`config.mk`:
```
export PLATFORM = sky130hd
export DESIGN_NAME = switch_rocking_gesture_detector
export DESIGN_NICKNAME = d
export VERILOG_FILES = /design/src/hdl/swrg_pkg.sv /design/src/hdl/switch_rocking_gesture_detector.sv
export SDC_FILE = /design/constraint.sdc
export NUM_CORES = 1
export LEC_CHECK = 0
export BUFFER_PORTS_ARGS = -buffer_cell sky130_fd_sc_hd__buf_2
export CAP_MARGIN = 20
export CORE_MARGIN = 4
export CORE_UTILIZATION = 53
export CTS_BUF_LIST = sky130_fd_sc_hd__clkbuf_16
export DETAILED_ROUTE_END_ITERATION = 8
export PLACE_DENSITY = 0.73
export SETUP_SLACK_MARGIN = 0.3
export SYNTH_ARGS = -nofsm -noshare
export SYNTH_HDL_FRONTEND = slang
export SYNTH_SLANG_ARGS = --single-unit
```
`constraint.sdc`:
```
create_clock -name i_clk -period 4.05 [get_ports i_clk]
set_input_delay 0.81 -clock i_clk [delete_from_list [all_inputs] [get_ports i_clk]]
set_output_delay 0.81 -clock i_clk [all_outputs]
set_load 0.01 [all_outputs]
```
`src/hdl/swrg_pkg.sv`:
```
package swrg_pkg;

    // Input item modes
    localparam logic [1:0] MODE_TICK  = 2'd0;
    localparam logic [1:0] MODE_SLEEP = 2'd1;
    localparam logic [1:0] MODE_EDGE  = 2'd2;
    localparam logic [1:0] MODE_WAKE  = 2'd3;

    // Switch classes, also the reported event codes
    localparam logic [1:0] CLASS_ON   = 2'd0;
    localparam logic [1:0] CLASS_OFF  = 2'd1;
    localparam logic [1:0] CLASS_BOOT = 2'd2;

    // Configuration register indexes
    localparam logic CFG_QUIET_SAMPLES    = 1'b0;
    localparam logic CFG_TOGGLE_THRESHOLD = 1'b1;

    localparam logic [7:0] QUIET_SAMPLES_RST    = 8'd14;
    localparam logic [7:0] TOGGLE_THRESHOLD_RST = 8'd6;
    localparam logic [7:0] COUNT_MAX            = 8'd255;

    typedef struct packed {
        logic [1:0] mode;
        logic       pin_level;
    } t_in_item;

    typedef struct packed {
        logic       event_valid;
        logic [1:0] event_code;
        logic       wake_notify;
    } t_out_item;

endpackage

```
`src/hdl/switch_rocking_gesture_detector.sv`:
```
// Channel | Direction | Handshake               | Payload
// in      | input     | i_in_valid / o_in_ready | i_in  (mode, pin_level)
// out     | output    | o_out_valid/ i_out_ready| o_out (event_valid, event_code, wake_notify)
// cfg     | input     | i_cfg_valid/ o_cfg_ready| i_cfg_index, i_cfg_data
//
// Each item's result is computed from the item and the gesture state
// and lands in the output register at the accepting edge.
// One result per item; items are accepted back to back while the output
// register is empty or being drained in the same cycle.
// A stalled output holds the result and blocks input only while it stays full.
// Reset (synchronous, active low) restores the register defaults and the
// idle gesture state; the config port is always ready.
module switch_rocking_gesture_detector (
    input  logic                 i_clk,
    input  logic                 i_rst_n,
    input  logic                 i_in_valid,
    output logic                 o_in_ready,
    input  swrg_pkg::t_in_item   i_in,
    output logic                 o_out_valid,
    input  logic                 i_out_ready,
    output swrg_pkg::t_out_item  o_out,
    input  logic                 i_cfg_valid,
    output logic                 o_cfg_ready,
    input  logic                 i_cfg_index,
    input  logic [7:0]           i_cfg_data
);
    import swrg_pkg::*;

    // Configuration registers
    logic [7:0] r_quiet_samples;
    logic [7:0] r_toggle_threshold;

    // Gesture state; the current class always equals the last reported one
    // once an item finishes, so one register holds both.
    logic       r_prior_level,    n_prior_level;
    logic [7:0] r_change_count,   n_change_count;
    logic [7:0] r_quiet_count,    n_quiet_count;
    logic [1:0] r_reported_class, n_reported_class;
    logic       r_asleep,         n_asleep;
    logic       r_skip_next_edge, n_skip_next_edge;
    logic       r_edge_passed,    n_edge_passed;
    logic       r_wake_notified,  n_wake_notified;

    // Output register
    logic       r_out_valid;
    t_out_item  r_out;
    t_out_item  n_out;

    logic       in_fire;
    logic [7:0] tick_change;
    logic [7:0] tick_quiet;
    logic [1:0] tick_class;
    logic       tick_classify;

    // Accept while the output slot is empty or drains this cycle
    assign o_in_ready  = !r_out_valid || i_out_ready;
    assign in_fire     = i_in_valid && o_in_ready;
    assign o_cfg_ready = 1'b1;
    assign o_out_valid = r_out_valid;
    assign o_out       = r_out;

    // Sample tick counting: a level change bumps the change count and
    // restarts the quiet count, a steady sample extends the quiet count.
    always_comb begin
        tick_change = r_change_count;
        tick_quiet  = r_quiet_count;
        if (i_in.pin_level != r_prior_level) begin
            if (r_change_count != COUNT_MAX) begin
                tick_change = r_change_count + 8'd1;
            end
            tick_quiet = '0;
        end else if (r_quiet_count != COUNT_MAX) begin
            tick_quiet = r_quiet_count + 8'd1;
        end
        tick_classify = (tick_quiet >= r_quiet_samples);
        if (tick_change >= r_toggle_threshold) begin
            tick_class = CLASS_BOOT;
        end else if (i_in.pin_level) begin
            tick_class = CLASS_OFF;
        end else begin
            tick_class = CLASS_ON;
        end
    end

    always_comb begin
        n_prior_level    = r_prior_level;
        n_change_count   = r_change_count;
        n_quiet_count    = r_quiet_count;
        n_reported_class = r_reported_class;
        n_asleep         = r_asleep;
        n_skip_next_edge = r_skip_next_edge;
        n_edge_passed    = r_edge_passed;
        n_wake_notified  = r_wake_notified;
        n_out            = '0;

        case (i_in.mode)
            MODE_TICK: begin
                // Drop ticks while asleep
                if (!r_asleep) begin
                    n_change_count = tick_change;
                    n_quiet_count  = tick_quiet;
                    if (tick_classify) begin
                        n_change_count = '0;
                        if (tick_class != r_reported_class) begin
                            n_out.event_valid = 1'b1;
                            n_out.event_code  = tick_class;
                            n_reported_class  = tick_class;
                        end
                    end
                    n_prior_level = i_in.pin_level;
                end
            end
            MODE_SLEEP: begin
                // Arm edge wake-up; the first edge is skipped
                n_asleep         = 1'b1;
                n_skip_next_edge = 1'b1;
                n_edge_passed    = 1'b0;
                n_wake_notified  = 1'b0;
            end
            MODE_EDGE: begin
                if (r_asleep) begin
                    if (r_skip_next_edge) begin
                        n_skip_next_edge = 1'b0;
                    end else if (!r_edge_passed) begin
                        n_edge_passed     = 1'b1;
                        n_asleep          = 1'b0;
                        n_wake_notified   = 1'b1;
                        n_out.wake_notify = !r_wake_notified;
                    end
                end
            end
            MODE_WAKE: begin
                n_asleep          = 1'b0;
                n_wake_notified   = 1'b1;
                n_out.wake_notify = !r_wake_notified;
            end
            default: begin
                n_out = '0;
            end
        endcase
    end

    always_ff @(posedge i_clk) begin
        if (!i_rst_n) begin
            r_quiet_samples    <= QUIET_SAMPLES_RST;
            r_toggle_threshold <= TOGGLE_THRESHOLD_RST;
        end else if (i_cfg_valid) begin
            case (i_cfg_index)
                CFG_QUIET_SAMPLES:    r_quiet_samples    <= i_cfg_data;
                CFG_TOGGLE_THRESHOLD: r_toggle_threshold <= i_cfg_data;
                default: begin
                    r_quiet_samples <= r_quiet_samples;
                end
            endcase
        end
    end

    always_ff @(posedge i_clk) begin
        if (!i_rst_n) begin
            r_prior_level    <= 1'b1;
            r_change_count   <= '0;
            r_quiet_count    <= '0;
            r_reported_class <= CLASS_ON;
            r_asleep         <= 1'b0;
            r_skip_next_edge <= 1'b0;
            r_edge_passed    <= 1'b0;
            r_wake_notified  <= 1'b0;
            r_out_valid      <= 1'b0;
        end else begin
            if (in_fire) begin
                r_prior_level    <= n_prior_level;
                r_change_count   <= n_change_count;
                r_quiet_count    <= n_quiet_count;
                r_reported_class <= n_reported_class;
                r_asleep         <= n_asleep;
                r_skip_next_edge <= n_skip_next_edge;
                r_edge_passed    <= n_edge_passed;
                r_wake_notified  <= n_wake_notified;
                r_out_valid      <= 1'b1;
            end else if (i_out_ready) begin
                r_out_valid <= 1'b0;
            end
        end
    end

    // Payload register, no reset needed
    always_ff @(posedge i_clk) begin
        if (in_fire) begin
            r_out <= n_out;
        end
    end

`ifndef SYNTHESIS
    a_code_zero_when_no_event: assert property (@(posedge i_clk) disable iff (!i_rst_n)
        (r_out_valid && !r_out.event_valid) |-> (r_out.event_code == CLASS_ON))
        else $error("event_code set without an event");

    a_code_legal: assert property (@(posedge i_clk) disable iff (!i_rst_n)
        (r_out_valid && r_out.event_valid) |->
        (r_out.event_code == CLASS_ON || r_out.event_code == CLASS_OFF ||
         r_out.event_code == CLASS_BOOT))
        else $error("illegal event code");

    a_event_xor_wake: assert property (@(posedge i_clk) disable iff (!i_rst_n)
        r_out_valid |-> !(r_out.event_valid && r_out.wake_notify))
        else $error("event and wake notification in one item");

    a_asleep_tick_holds: assert property (@(posedge i_clk) disable iff (!i_rst_n)
        (in_fire && r_asleep && i_in.mode == MODE_TICK) |=>
        ($stable(r_change_count) && $stable(r_quiet_count) && !r_out.event_valid))
        else $error("tick changed state while asleep");

    a_sleep_arms: assert property (@(posedge i_clk) disable iff (!i_rst_n)
        (in_fire && i_in.mode == MODE_SLEEP) |=>
        (r_asleep && r_skip_next_edge && !r_wake_notified))
        else $error("sleep request did not arm wake-up");
`endif

endmodule
```
==> results.md <==
- VDD IR max: 0.238 mV
- Clock sink count: 44
- Core ar.: 4470 µm²
- Clock root buffer: clkbuf_16
- Critical Path RT: 4250 ps
- PwrDens: 359 nW/µm²
- All-Layer GR Usage: 19.7%
- Vias in the first global route: 2069
- Row cnt: 24
- Starting density of the core: 56.5%
- Skew final: 7.21 ps
- Met2 GRT Util: between 30% and 40%
- Synth Register Bits: between 40 and 50
- Antenna violations before repair: 0
- Worst slew pin tran: between 900 and 1000 ps
- Mean area per synthesized cell: between 7 and 8 µm²
- Count of cell types in the netlist: just under 50
- Cell Count, Final, Fillers Out: 391
- Syn nets: about 360
- CP max FO: 8
- HPWL after DPL: 4100 µm
- Share of layout cells above drive strength 1: 11.8%
- Status: finished clean
- Worst setup EP type: flip-flop
- Worst Setup Slack, final: 592 ps
- CTS Buffer Depth: 2
- Yosys Warn Count: 0
- Primary FF master, synth: dfxtp_1
- Fin crit share: a little under nine tenths
- Delay of the slowest critical-path stage: 590 ps
- Global routing's busiest layer: met2
- Num CTS Buffers: 5
- Routed Antenna Nets: 0
- Final Cell Area: 2830 µm²
- Yosys top cell by area: dfxtp_1
- Largest net degree at the start of global routing: 31
- Type of the tightest min-delay check: flip-flop to flip-flop
- Relative slew slack: 34.9%
- Data arrival time of the worst path: between 3000 and 4000 ps
- # port buffers: 22
- Routed vias/inst: a little under 6
- Synth top area share: 31.7%
- Crit-path cells: buf_2 -> xnor2_1 -> buf_4 -> o21ai_0 -> nor2_1 -> ha_1 -> or3_1 -> a21oi_1 -> o31ai_2 -> or4_1 -> a31oi_1
- Seq/Total Area, Yosys: 36.4%
- Final hold viol count: 0
- Die ar.: 5940 µm²
- Asr flop ratio synth: 0%
- Total gr overflow: 0
- Pre-CTS setup slack: 350 ps
- # nets final: 373
- Post-Syn Instances: 320
- Post-CTS setup buffer count: 0
- First-pass GRT wire length: 9470 µm
- Crit start category: input port
- Diode count: 0
- Post-route minimum period: between 3000 and 4000 ps
- Placed instance area: approximately 2700 µm²
- Die height: 77.1 µm
- Hold Buf Count CTS: 0
- Synth-to-layout area growth: 11.9%
- Detailed-route via count: 2271
- Lkg Pwr: 1.19 nW
- Post-synth EDFFs: 4
- Max Fclk: a little under 0.3 GHz
- Die X: about 77 µm
- # DRC: 0
- First-pass DRT Iterations: 4
- TritonCTS clock tree: done
- Synth area leaders: dfxtp_1 32%, ha_1 8.9%, nand2_1 7.9%
- Power, Total: 1.02 mW
- CTS H-tree lvls: 2
- RSZ-0062 raised after global routing: false
- Setup CP Type: input port to flip-flop
- Setup total negative slack: 0 ps
- Post-CTS sizing: 0
- Starting DRT DRC Count: 103
- Worst-Skew Late Latency: 280 ps
- Max Cap Viol: 0
- GR Util met1: around a quarter
- Final Util: between 60% and 70%
- M3 GR Usage: a little over 4%
- Syn Std Cell Area: approximately 2500 µm²
- Inst Count DP: 383
- Filler Cells Inserted: about 400
- Routability Congestion: 0.858
- Min Hold Slack: 457 ps
- Slowest cell on the critical path: xnor2_1
- Final setup viols: 0
- # IOs: 24
- Final WL: 5580 µm
- Final Max Tran Viols: 0
- Reg clk slew, reported paths: 60 ps
- Wire per inst: approximately 14 µm
[routing by layer]
metal | routed length (µm) | vias up | share of wire (%)
li1 | - | 1161 | -
met1 | 2570 | 1045 | 46
met2 | 2670 | 55 | 48
met3 | 258 | 10 | 4.6
met4 | 85 | 0 | 1.5
met5 | 0 | - | 0
[layout by cell type, fill, tap and decap left out, types with 5 or more instances in the layout]
cell type | netlist | routed
clkbuf_16 | 0 | 5
ha_1 | 18 | 18
o211ai_1 | 5 | 5
nor2_1 | 26 | 26
nand2b_1 | 8 | 8
and3_1 | 6 | 6
a21oi_1 | 36 | 36
nand2_1 | 53 | 53
buf_2 | 1 | 22
dfxtp_1 | 40 | 40
nor3_1 | 7 | 7
o21ai_0 | 9 | 9
inv_1 | 20 | 21
xor2_1 | 7 | 7
nand3_1 | 13 | 13
[layout make-up]
cell class	count	area [µm²]	share of cell area, %
Timing Repair Buffer	25	133	4.69
Tap cell	52	65.1	2.30
Clock inverter	3	38.8	1.37
Inverter	20	75.1	2.65
Sequential cell	44	921	32.6
Clock buffer	5	125	4.42
Multi-Input combinational cell	242	1470	52.0
[sequential cells by signal, summed over array words and instances (netlist names)]
name and count:
o_out 4, r_quiet_count 8, r_edge_passed 1, r_change_count 8, r_quiet_samples 8, r_toggle_threshold 8
o_out_valid 1, r_wake_notified 1, r_reported_class 2, r_asleep 1, r_skip_next_edge 1, r_prior_level 1
[worst max-delay path: cells and delay by family]
family          cells  cell delay, ps
compound gates      4             730
xor+xnor            1             590
fa+ha+maj           1             230
buf+inv             2             400
simple gates        3             900
[report_power, final]
part           switching (mW)  leakage, nW  internal, mW  total (mW)
logic                  0.0635        0.735        0.0381       0.102
registers             0.00831        0.366         0.454       0.462
clock network           0.164       0.0850         0.288       0.452
total                   0.236         1.19         0.780        1.02
[cell families after synthesis]
| group | after synthesis | synth area share (%) |
|---|---|---|
| AO/OA/AOI/OAI | 72 | 17.9 |
| XOR/XNOR | 11 | 3.81 |
| adder cells (fa/ha/maj) | 18 | 8.91 |
| buffers and inverters | 34 | 5.39 |
| flip-flops | 44 | 36.4 |
| multiplexers | 5 | 2.13 |
| other | 1 | 0.148 |
| AND/OR/NAND/NOR | 135 | 25.3 |
[path summary, 6_finish.rpt]
check	startpoint	endpoint	slack (ps)	depth (start not counted)
worst max-delay path	i_in[0]	r_change_count[3]	590	11
worst max register to register	r_quiet_count[0]	r_change_count[3]	870	11
worst min register to register	r_quiet_samples[7]	r_quiet_samples[7]	460	2
worst min-delay path	r_quiet_samples[7]	r_quiet_samples[7]	460	2
[cells in the mapped netlist, types with 3 or more instances]
library cell,n
inv_1,20
nand3_1,13
nor2_1,26
a21oi_1,36
or4_1,4
a21o_1,3
o21ai_0,9
clkbuf_1,10
nand2b_1,8
nand4_1,4
dfxtp_1,40
a31oi_1,3
mux2_2,3
ha_1,18
xor2_1,7
edfxtp_1,4
and3_1,6
nor3_1,7
o211ai_1,5
a32o_1,3
nand2_1,53
nor4_1,4
xnor2_1,4
(Power assumes the default switching activity.)
